### src/sv/tma_pkg.sv
package tma_pkg;

  localparam int DEF_ELEMENT_WIDTH = 32;
  localparam int DEF_CORDIC_STEPS  = 16;
  localparam int FRAC_BITS         = 16;
  localparam int ONE_Q16           = 65536;
  localparam int FULL_TURN         = 23592960;
  localparam int HALF_TURN         = 11796480;
  localparam int QUARTER_TURN      = 5898240;
  localparam int CORDIC_GAIN       = 652032874;
  localparam int CORDIC_W          = 34;
  localparam int TERM_W            = 32;
  localparam int TURN_SHIFTS       = 7;   // full-turn multiples tried, 64 down to 1

  typedef enum logic [2:0] {
    ACT_IDENTITY  = 3'd0,
    ACT_FILL      = 3'd1,
    ACT_ROT_X     = 3'd2,
    ACT_ROT_Y     = 3'd3,
    ACT_ROT_Z     = 3'd4,
    ACT_TRANSLATE = 3'd5,
    ACT_SCALE     = 3'd6,
    ACT_READ      = 3'd7
  } action_t;

  // commands from controller to datapath
  typedef struct packed {
    logic       load;       // capture input item
    logic       reduce;     // angle reduction step
    logic       fold;       // wrap and fold the reduced angle
    logic       cordic;     // one cordic iteration
    logic       finish_sc;  // round sine and cosine
    logic       direct;     // identity, fill or scale write
    logic       mac;        // one multiply-accumulate
    logic       mac_last;   // last term of an element
    logic       commit;     // copy product into the matrix
    logic [4:0] step;       // cordic step number
    logic [3:0] elem;       // element of the product
    logic [1:0] k;          // term within element
  } tma_cmd_t;

  // arctangent table, degrees in Q16.16
  function automatic logic [21:0] atan_deg(input logic [4:0] i);
    case (i)
      5'd0:  atan_deg = 22'd2949120;
      5'd1:  atan_deg = 22'd1740967;
      5'd2:  atan_deg = 22'd919879;
      5'd3:  atan_deg = 22'd466945;
      5'd4:  atan_deg = 22'd234379;
      5'd5:  atan_deg = 22'd117304;
      5'd6:  atan_deg = 22'd58666;
      5'd7:  atan_deg = 22'd29335;
      5'd8:  atan_deg = 22'd14668;
      5'd9:  atan_deg = 22'd7334;
      5'd10: atan_deg = 22'd3667;
      5'd11: atan_deg = 22'd1833;
      5'd12: atan_deg = 22'd917;
      5'd13: atan_deg = 22'd458;
      5'd14: atan_deg = 22'd229;
      5'd15: atan_deg = 22'd115;
      5'd16: atan_deg = 22'd57;
      5'd17: atan_deg = 22'd29;
      5'd18: atan_deg = 22'd14;
      5'd19: atan_deg = 22'd7;
      5'd20: atan_deg = 22'd4;
      5'd21: atan_deg = 22'd2;
      5'd22: atan_deg = 22'd1;
      default: atan_deg = 22'd0;
    endcase
  endfunction

endpackage

### src/sv/tma_ctrl.sv
module tma_ctrl
  import tma_pkg::*;
#(
  parameter int CORDIC_STEPS = DEF_CORDIC_STEPS
) (
  input  logic       clk,
  input  logic       rst,
  input  logic       in_valid,
  input  logic [2:0] action,
  output logic       in_ready,
  output logic       out_valid,
  input  logic       out_ready,
  output tma_cmd_t   cmd
);

  typedef enum logic [3:0] {
    S_IDLE, S_REDUCE, S_FOLD, S_CORDIC, S_FINISH, S_MAC, S_COMMIT, S_DIRECT, S_OUT
  } state_t;

  state_t     state;
  logic [4:0] step;
  logic [3:0] elem;
  logic [1:0] k;

  assign in_ready  = (state == S_IDLE) && !out_valid;

  always_comb begin
    cmd           = '0;
    cmd.step      = step;
    cmd.elem      = elem;
    cmd.k         = k;
    cmd.load      = in_valid && in_ready;
    cmd.reduce    = (state == S_REDUCE);
    cmd.fold      = (state == S_FOLD);
    cmd.cordic    = (state == S_CORDIC);
    cmd.finish_sc = (state == S_FINISH);
    cmd.direct    = (state == S_DIRECT);
    cmd.mac       = (state == S_MAC);
    cmd.mac_last  = (state == S_MAC) && (k == 2'd3);
    cmd.commit    = (state == S_COMMIT);
  end

  always_ff @(posedge clk) begin
    if (rst) begin
      state     <= S_IDLE;
      out_valid <= 1'b0;
      step      <= '0;
      elem      <= '0;
      k         <= '0;
    end else begin
      if (out_valid && out_ready) out_valid <= 1'b0;
      case (state)
        S_IDLE: begin
          if (in_valid && in_ready) begin
            step <= '0;
            elem <= '0;
            k    <= '0;
            case (action_t'(action))
              ACT_ROT_X, ACT_ROT_Y, ACT_ROT_Z: state <= S_REDUCE;
              ACT_TRANSLATE: state <= S_MAC;
              ACT_READ: state <= S_OUT;
              default: state <= S_DIRECT;
            endcase
          end
        end
        S_REDUCE: begin
          if (step == 5'(TURN_SHIFTS - 1)) begin
            step  <= '0;
            state <= S_FOLD;
          end else begin
            step <= step + 5'd1;
          end
        end
        S_FOLD: state <= S_CORDIC;
        S_CORDIC: begin
          step <= step + 5'd1;
          if (step == 5'(CORDIC_STEPS - 1)) state <= S_FINISH;
        end
        S_FINISH: state <= S_MAC;
        S_MAC: begin
          k <= k + 2'd1;
          if (k == 2'd3) begin
            elem <= elem + 4'd1;
            if (elem == 4'd15) state <= S_COMMIT;
          end
        end
        S_COMMIT, S_DIRECT: state <= S_OUT;
        S_OUT: begin
          out_valid <= 1'b1;
          state     <= S_IDLE;
        end
        default: state <= S_IDLE;
      endcase
    end
  end

`ifndef SYNTH
  a_no_accept_busy: assert property (@(posedge clk) disable iff (rst)
    (state != S_IDLE) |-> !in_ready) else $error("accept while busy");
  a_out_after_out: assert property (@(posedge clk) disable iff (rst)
    (state == S_OUT) |=> out_valid) else $error("result not raised");
  a_mac_k: assert property (@(posedge clk) disable iff (rst)
    (state == S_COMMIT) |-> (k == 2'd0 && elem == 4'd0)) else $error("mac count off");
`endif

endmodule

### config.mk
export PLATFORM = sky130hd
export DESIGN_NAME = tma_ctrl
export DESIGN_NICKNAME = d
export VERILOG_FILES = /design/src/sv/tma_pkg.sv /design/src/sv/tma_ctrl.sv
export SDC_FILE = /design/constraint.sdc
export NUM_CORES = 1
export LEC_CHECK = 0
export BUFFER_PORTS_ARGS = -buffer_cell sky130_fd_sc_hd__buf_2
export CAP_MARGIN = 15
export CELL_PAD_IN_SITES_DETAIL_PLACEMENT = 0
export CELL_PAD_IN_SITES_GLOBAL_PLACEMENT = 1
export CORE_ASPECT_RATIO = 0.7
export CORE_MARGIN = 4
export CORE_UTILIZATION = 38
export CTS_BUF_LIST = sky130_fd_sc_hd__clkbuf_8
export DETAILED_ROUTE_END_ITERATION = 8
export PLACE_DENSITY = 0.85
export SETUP_SLACK_MARGIN = 0.3
export SYNTH_ARGS = -nofsm -noshare
export SYNTH_HDL_FRONTEND = slang
export SYNTH_SLANG_ARGS = --single-unit
### constraint.sdc
create_clock -name clk -period 2 [get_ports clk]
set_input_delay 0.2 -clock clk [delete_from_list [all_inputs] [get_ports clk]]
set_output_delay 0.2 -clock clk [all_outputs]
set_load 0.01 [all_outputs]
==> flow_summary.ini, run 1 <==
[finish]
multi_input_area_um2 = 608.1
finalInstanceArea_um2 = 1216
nFillCells = 264
syn2layout_area_growth_pct = 22.11
utilization_pct = 49.09
nets = 163
antenna_cells = 0
drive_gt1_share_pct = 32.67
seq_area_um2 = 321.6

[sta]
skew_ns = 0.006644
setup_slack_ns = 0.3171
slew_viol_final = 0
fin_crit_ns = 1.683
tightest_slew_ns = 0.3914
tns_ns = 0
fin_crit_sh_pct = 84.15
rsz0062_at_grt = yes
max-slew-margin-rel_pct = 73.73
setup_violations = 0
hold_violations = 0
fmax_mhz = 594.2

[floorplanning]
initial_core_util_pct = 40.20
dieArea_um2 = 3517
io_pins = 29
die_h_um = 50.83
die_x_um = 69.19
rows = 15
core_um2 = 2477

[yosys]
ys_seq_elements = 16
synth_top_area_cell = dfxtp_1
ys_seq_area_share_pct = 32.16
ys_types = 40
syn_inst = 121
syn_area_um2 = 996.0
syn_nets = 133
postSynth.asyncResetShare_pct = 0
synth.top_cell.area_share_pct = 32.16
avgSynthCellArea_um2 = 8.231
synth-edff-count = 0
ys_warn_count = 0
synthTopCellsByArea = dfxtp_1 (32%), nor2_1 (9.0%), ha_1 (6.3%)
dominantRegCellSynth = dfxtp_1

[worst_setup_path]
cp.required_ns = 1.80
critPathLaunchType = flop
crit_start = state[2]$_SDFFE_PP0P_
worst_path_dominant_cell_family = simple AND/OR/NAND/NOR gates
path_buf_inv = 1
cp_max_fo = 6
setup.worst_path.class = flop to output port
path_cells = nor4bb_2, and2_2, buf_2
end_kind = output port
cpPeakStageDelay_ns = 0.46
worstPathArrival_ns = 1.48
reg2reg_from = step[1]$_SDFFE_PP0P_
critPathSlowestCell = dfxtp_1
reg2reg_setup_slack_ns = 0.35

[power]
power.density_nw_per_um2 = 1030
vdd_drop_max_mv = 0.5808
p_leak_nw = 0.5407
finalPower_mw = 1.252

[clock_tree]
htreeDepth = 1
clk_pin_slew_ns = 0.07
cts_tree = done
clk_path_buf_depth = 2
cts_buffers = 3
cts.sink_count = 16
cts_root_buf = clkbuf_8
insertion_delay_ns = 0.25

[route]
wl_met1_um = 1146
wl_met2_um = 1065
routed.top_layer = met4
routed_wl_um = 2363
drcViolationCount = 0
dr_wl_met3_um = 134
avgViaCountPerCell = 5.130
ant_nets = 0
wl_per_cell_um = 12.84
drtIter0Drc = 54
drtPass1Iterations = 4
dr_total_vias = 944

[placement]
portBuffers = 28
hpwl_um = 1708
place_ws_ns = 0.2925
place.gp.congestion = 0.8277
placed_area_um2 = 1131

[grt]
antenna_found_initial = 0
track_usage_pct = 13.88
grt_overflow = 0
grt_pass1_vias = 871
grt_pass1_wl_um = 4002
grt_max_degree = 17

[run_status]
status = complete, no violations

[hold_path]
hp-start = action[0]
min_path_type = primary input to flop

[job]
cap_violations = 0
## sequential cells by signal (all words and copies together) (netlist names)
name and count:
step 5, elem 4, state 4, k 2
out_valid 1
## layout make-up
type	instances	share of cell area, %
sequential	16	26.44
multi-input combinational	94	50.00
clock buffer	4	4.527
tap	34	3.498
timing repair buffer	33	14.61
inverter	3	0.9259
## where the power goes
part           internal [mW]  switching, mW
Combinational          0.241          0.310
Sequential             0.354         0.0600
Clock                  0.175          0.113
Total                  0.769          0.483
## placed cells by master, fill, tap and decap left out, types with 3 or more instances in the layout
cell type / instances
a21oi_1: 9
buf_2: 28
buf_4: 5
clkbuf_8: 4
dfxtp_1: 15
ha_1: 5
inv_1: 3
nand2_1: 5
nand4_1: 4
nor2_1: 24
nor2b_1: 4
nor3_1: 5
## worst min-delay path: cells and delay by family
family | cells | cell delay, ns
compound gates | 1 | 0.07
simple gates | 1 | 0.08
buf+inv | 1 | 0.12
## final timing paths
| kind | to | cells past startpoint |
|---|---|---|
| hold / removal | state[3]$_SDFFE_PP0P_ | 3 |
| setup reg to reg | state[2]$_SDFFE_PP0P_ | 8 |
| setup / recovery | cmd[12] | 3 |
| hold reg to reg | step[3]$_SDFFE_PP0P_ | 2 |
## logic make-up after synthesis
family                     count (synthesis)  synth area share [%]
buffers and inverters                     11                 8.164
muxes                                      2                 2.010
DFF                                       16                 32.16
xor gates and xnor gates                   4                 3.518
and+or+nand+nor                           63                 35.55
AOI/OAI and AO/OA                         20                 12.31
adders and majority gates                  5                 6.281
## Yosys cell counts (all sizes together), types with 2 or more instances
cell,count
xnor2,2
or2,2
a22oi,2
inv,3
nor2b,4
nand4,4
a21oi,10
a31oi,2
nor2,25
buf,7
nor3,7
nor4,2
nand2,5
xor2,2
dfxtp,16
nand3,2
ha,5
nand2b,3
o21ai,3
mux2i,2
nor3b,2
## per-stage QoR
step / hold WS [ns] / std cells
6_report: 0.2565 / 184
5_1_grt: 0.2517 / 184
4_1_cts: 0.2441 / 184
3_5_place_dp: 0.5142 / 178
3_3_place_gp: 0.5045 / 178
2_1_floorplan: 0.3494 / 121
## routing by layer
layer	global-route usage, %	vias up
met3	4.322	2
met1	19.95	432
li1	-	481
met4	3.896	0
met5	0	-
met2	19.78	29
## timing repair
| action | in CTS | in global routing |
|---|---|---|
| pin swaps | 1 | 0 |
| buffers inserted | 2 | 0 |
| hold buffers | 0 | 0 |
| gates resized for setup | 3 | 3 |
| gates cloned | 0 | 0 |
| setup endpoints to repair | 3 | 10 |
Note: power is estimated with default switching activity, not from simulation.
==> run 2, diff against run 1 <==
--- a/config.mk
+++ b/config.mk
@@ -11,10 +11,10 @@
 export CELL_PAD_IN_SITES_GLOBAL_PLACEMENT = 1
 export CORE_ASPECT_RATIO = 0.7
 export CORE_MARGIN = 4
-export CORE_UTILIZATION = 38
+export CORE_UTILIZATION = 34
 export CTS_BUF_LIST = sky130_fd_sc_hd__clkbuf_8
 export DETAILED_ROUTE_END_ITERATION = 8
-export PLACE_DENSITY = 0.85
+export PLACE_DENSITY = 0.8
 export SETUP_SLACK_MARGIN = 0.3
 export SYNTH_ARGS = -nofsm -noshare
 export SYNTH_HDL_FRONTEND = slang
==> constraint.sdc (replaced) <==
create_clock -name clk -period 1.45 [get_ports clk]
set_input_delay 0.145 -clock clk [delete_from_list [all_inputs] [get_ports clk]]
set_output_delay 0.145 -clock clk [all_outputs]
set_load 0.01 [all_outputs]
==> run 2 against run 1 <==
Net effect: the flow now finishes with violations (setup timing); critical path depth up 5; hold slack got worse by 0.091 ns; sequential share of layout area is 6.2 points lower; combinational power is 140% higher; worst setup slack worse by 0.41 ns; count of clock-buffer cells in the layout is 1 lower; clock skew down 0.0022 ns; power is 80% higher; via count increased by 17%.
==> flow_summary.ini, run 2 (synthesized netlist as in run 1, its figures left out) <==
[finish]
reg_top3 = step (5), elem (4), state (4)
mostFrequentLayoutCells = buf_4 (30), buf_2 (26), nor2_1 (20), buf_6 (11), a21oi_1 (7)
syn2layout_area_growth_pct = 71.86
finalInstanceArea_um2 = 1712
antenna_cells = 0
drive_gt1_share_pct = 63.04
nets = 197
mostFrequentLayoutCell = buf_4
largest_reg_flops = 5
max_flop_register = step

[power]
p_int_mw = 1.388
power_frac_seq_pct = 25.7
p_leak_nw = 0.7377
p_sw_uw = 871.9
power.density_nw_per_um2 = 1320
switching_share_pct = 38.58
vdd_drop_max_mv = 0.6977
clkPwrFrac_pct = 14.8
pwr-share-comb_pct = 59.4

[sta]
fin_crit_sh_pct = 106.3
max-slew-margin-rel_pct = 76.70
holdWs_ns = 0.1657
rsz0062_at_grt = yes
fin_crit_ns = 1.542
tightest_slew_ns = 0.3495
skew_ns = 0.004400
setup_violations = 13
slew_viol_final = 0
fmax_mhz = 648.7
setup_slack_ns = -0.09159
hold_violations = 0

[clock_tree]
cts_hold_buf = 0
cts_root_buf = clkbuf_8
insertion_delay_ns = 0.25
htreeDepth = 1
cts_tree = done
cts.sink_count = 16
cts_buffers = 3
clk_path_buf_depth = 2
clk_pin_slew_ns = 0.06

[floorplanning]
dieArea_um2 = 3873
die_x_um = 72.69
die_h_um = 53.28
rows = 16
core_um2 = 2803
io_pins = 29
initial_core_util_pct = 35.54

[grt]
antenna_found_initial = 0
grt_pass1_vias = 1049
grt_max_degree = 17
grt_overflow = 0
track_usage_pct = 15.50
grt_pass1_wl_um = 4650

[worst_setup_path]
cp.required_ns = 1.63
end_kind = flop
setup.worst_path.class = flop to flop
cp_max_fo = 3
worstPathArrival_ns = 1.72
critPathLaunchType = flop

[route]
ant_nets = 0
drcViolationCount = 0
drtIter0Drc = 55
drtPass1Iterations = 4
wl_per_cell_um = 13.70
dr_total_vias = 1100
routed_wl_um = 3013
avgViaCountPerCell = 5.000

[placement]
place_ws_ns = -0.2191
portBuffers = 28
hpwl_um = 2053
place.gp.congestion = 0.8286
placed_area_um2 = 1383

[job]
cap_violations = 0

[run_status]
violations = setup timing
status = finished, violations left

[hold_path]
min_path_type = primary input to flop
==> run 2: changes by cell type in the layout (fill, tap and decap cells not counted), sizes merged <==
cell | previous run | this run
inv | 3 | 4
buf | 33 | 67
clkbuf | 4 | 3
==> run 2: layer usage <==
layer  vias up  share of wire [%]  GRT usage, %
met1       523                 47         19.48
li1        550                  -             -
met3         2                3.6         4.175
met4         0               0.43         3.681
met5         -                  0             0
met2        25                 49         26.35
==> run 2: power groups by stage <==
| stage | sequential, mW | combinational (mW) | clock [mW] |
|---|---|---|---|
| floorplan | 0.562 | 0.610 | 0 |
| global placement | 0.559 | 0.922 | 0 |
| detailed placement | 0.558 | 0.944 | 0 |
| CTS | 0.569 | 1.17 | 0.350 |
| global route | 0.586 | 1.44 | 0.365 |
| finish | 0.581 | 1.34 | 0.336 |
==> run 2: layout make-up <==
type | count | area [um2]
Fill cell | 232 | 1091
Multi-Input combinational cell | 94 | 779.5
Timing Repair Buffer | 67 | 479.2
Sequential cell | 16 | 346.6
Tap cell | 36 | 45.04
Clock buffer | 3 | 41.29
Inverter | 3 | 16.27
Clock inverter | 1 | 3.754
==> run 2: final timing paths <==
| path | start | end | slack, ns | cells after the start |
|---|---|---|---|---|
| worst min register to register | elem[3]$_SDFFE_PP0P_ | elem[3]$_SDFFE_PP0P_ | 0.60 | 2 |
| worst min-delay path | action[0] | state[3]$_SDFFE_PP0P_ | 0.17 | 3 |
| worst max-delay path | step[0]$_SDFFE_PP0P_ | state[2]$_SDFFE_PP0P_ | -0.09 | 8 |
| worst max register to register | step[0]$_SDFFE_PP0P_ | state[2]$_SDFFE_PP0P_ | -0.09 | 8 |
==> run 2: stage by stage <==
stage | std cells | power, mW | setup TNS (ns) | util [%]
2_1_floorplan | 121 | 1.171 | -0.1469 | -
3_3_place_gp | 204 | 1.481 | -0.7096 | 49.33
3_5_place_dp | 204 | 1.501 | -1.097 | 49.33
4_1_cts | 218 | 2.086 | -0.2983 | 56.83
5_1_grt | 220 | 2.387 | -1.393 | 61.07
6_report | 220 | 2.260 | -0.5662 | 61.07
==> run 2: worst max-delay path, cell delays in order, from the launching register on <==
cell     delay, ns
dfxtp_4       0.38
ha_4          0.14
and3_4        0.19
ha_4          0.13
nor2_4        0.04
nand2_2       0.07
a21oi_4       0.07
a311o_1       0.34
a21oi_2       0.13
==> run 2: repair_timing <==
action                     in CTS  in global routing
buffers inserted               10                  2
pin swaps                      21                 12
resized for setup              25                 23
setup endpoints to repair      26                 26
cloned                          0                  0
==> run 3, diff against run 2 <==
--- a/config.mk
+++ b/config.mk
@@ -16,6 +16,7 @@
 export DETAILED_ROUTE_END_ITERATION = 8
 export PLACE_DENSITY = 0.8
 export SETUP_SLACK_MARGIN = 0.3
+export SKIP_LAST_GASP = 1
 export SYNTH_ARGS = -nofsm -noshare
 export SYNTH_HDL_FRONTEND = slang
 export SYNTH_SLANG_ARGS = --single-unit
==> run 3 against run 2 <==
Net effect: the flow still finishes with violations (setup timing); critical path depth unchanged; sequential share of layout area about the same; hold slack better by 0.0037 ns; design area fell by 0.22%.
==> flow_summary.ini, run 3 (synthesized netlist as in run 1, its figures left out) <==
[floorplanning]
die_x_um = 72.69
core_um2 = 2803
dieArea_um2 = 3873
die_h_um = 53.28
initial_core_util_pct = 35.54
rows = 16
io_pins = 29

[sta]
holdWs_ns = 0.1693
fmax_mhz = 648.7
slew_viol_final = 0
skew_ns = 0.003858
setup_slack_ns = -0.09165
hold_violations = 0
max-slew-margin-rel_pct = 77.12
setup_violations = 13
fin_crit_sh_pct = 106.3
tightest_slew_ns = 0.3432
fin_crit_ns = 1.542
rsz0062_at_grt = yes

[route]
routed_wl_um = 2972
wl_per_cell_um = 13.51
drtIter0Drc = 53
ant_nets = 0
dr_total_vias = 1090
drtPass1Iterations = 4
avgViaCountPerCell = 4.955
drcViolationCount = 0

[power]
vdd_drop_max_mv = 0.6690
power.density_nw_per_um2 = 1318
finalPower_mw = 2.250
p_leak_nw = 0.7368

[placement]
placed_area_um2 = 1383
portBuffers = 28
place.gp.congestion = 0.8286
hpwl_um = 2053
dp.cells = 204

[finish]
nets = 197
largest_reg_flops = 5
reg_top3 = step (5), elem (4), state (4)
drive_gt1_share_pct = 62.50
mostFrequentLayoutCell = buf_4
antenna_cells = 0
finalInstanceArea_um2 = 1708
mostFrequentLayoutCells = buf_4 (30), buf_2 (26), nor2_1 (20), buf_6 (11), a21oi_1 (8)
syn2layout_area_growth_pct = 71.48
max_flop_register = step
fin_cells = 220
utilization_pct = 60.94

[worst_setup_path]
critPathSlowestCell = dfxtp_4
crit_top_cell = ha_4
end_kind = flop
critPathLaunchType = flop
setup.worst_path.class = flop to flop
worst_path_dominant_cell_family = compound AO/OA/AOI/OAI gates
cp.required_ns = 1.63
path_cells = ha_4, and3_4, ha_4, nor2_4, nand2_2, a21oi_4, a311o_1, a21oi_2
cp_max_fo = 3
worstPathArrival_ns = 1.72
path_buf_inv = 0
cpPeakStageDelay_ns = 0.38

[run_status]
violations = setup timing
status = finished, violations left

[clock_tree]
cts_buffers = 3
clk_path_buf_depth = 2
htreeDepth = 1
cts_root_buf = clkbuf_8
cts.sink_count = 16
cts_tree = done
clk_pin_slew_ns = 0.06
insertion_delay_ns = 0.25

[grt]
track_usage_pct = 15.50
antenna_found_initial = 0
grt_overflow = 0
grt_pass1_vias = 1049
grt_max_degree = 17
grt_pass1_wl_um = 4650

[hold_path]
min_path_type = primary input to flop

[job]
cap_violations = 0
run 3: cell types whose count changed in the layout (fill, tap and decap cells not counted):
cell,change
a21oi_2,-1
a21oi_1,+1
run 3: repair_timing:
item | in CTS | in global routing
setup buffers | 10 | 2
hold buffers | 0 | 0
gates resized for setup | 25 | 22
setup endpoints to repair | 26 | 26
pin swaps | 21 | 12
run 3: path summary, 6_finish.rpt:
check	startpoint	to	slack [ns]	depth (start not counted)
max reg2reg	step[0]$_SDFFE_PP0P_	state[2]$_SDFFE_PP0P_	-0.09	8
min reg2reg	elem[3]$_SDFFE_PP0P_	elem[3]$_SDFFE_PP0P_	0.60	2
min	action[0]	state[3]$_SDFFE_PP0P_	0.17	3
max	step[0]$_SDFFE_PP0P_	state[2]$_SDFFE_PP0P_	-0.09	8
run 3: area by class of cell:
type | instances | area, um2
clock inverter | 1 | 3.754
sequential | 16 | 346.6
timing repair buffer | 67 | 479.2
tap | 36 | 45.04
clock buffer | 3 | 41.29
inverter | 3 | 16.27
fill | 233 | 1095
multi-input combinational | 94 | 775.7
run 3: power by group:
| part | total [mW] | switching [mW] | internal (mW) |
|---|---|---|---|
| registers | 0.580 | 0.0742 | 0.506 |
| clock network | 0.336 | 0.148 | 0.188 |
| logic | 1.33 | 0.641 | 0.694 |
run 3: worst reg2reg max path: stages, from the launching register on:
cell	delay, ns
dfxtp_4	0.38
ha_4	0.14
and3_4	0.19
ha_4	0.13
nor2_4	0.04
nand2_2	0.07
a21oi_4	0.07
a311o_1	0.34
a21oi_2	0.13
run 3: per-layer routing:
layer	vias to the layer above	wire length, um	global-route usage [%]
met4	0	13	3.681
li1	550	-	-
met2	24	1425	26.35
met5	-	0	0
met3	2	106	4.175
met1	514	1425	19.48
run 3: metrics by stage:
step	worst slack (ns)	setup TNS (ns)
finish	-0.09165	-0.5140
global route	-0.1266	-1.370
CTS	-0.05297	-0.2983
detailed placement	-0.2191	-1.097
global placement	-0.1521	-0.7096
floorplan	-0.05599	-0.1469
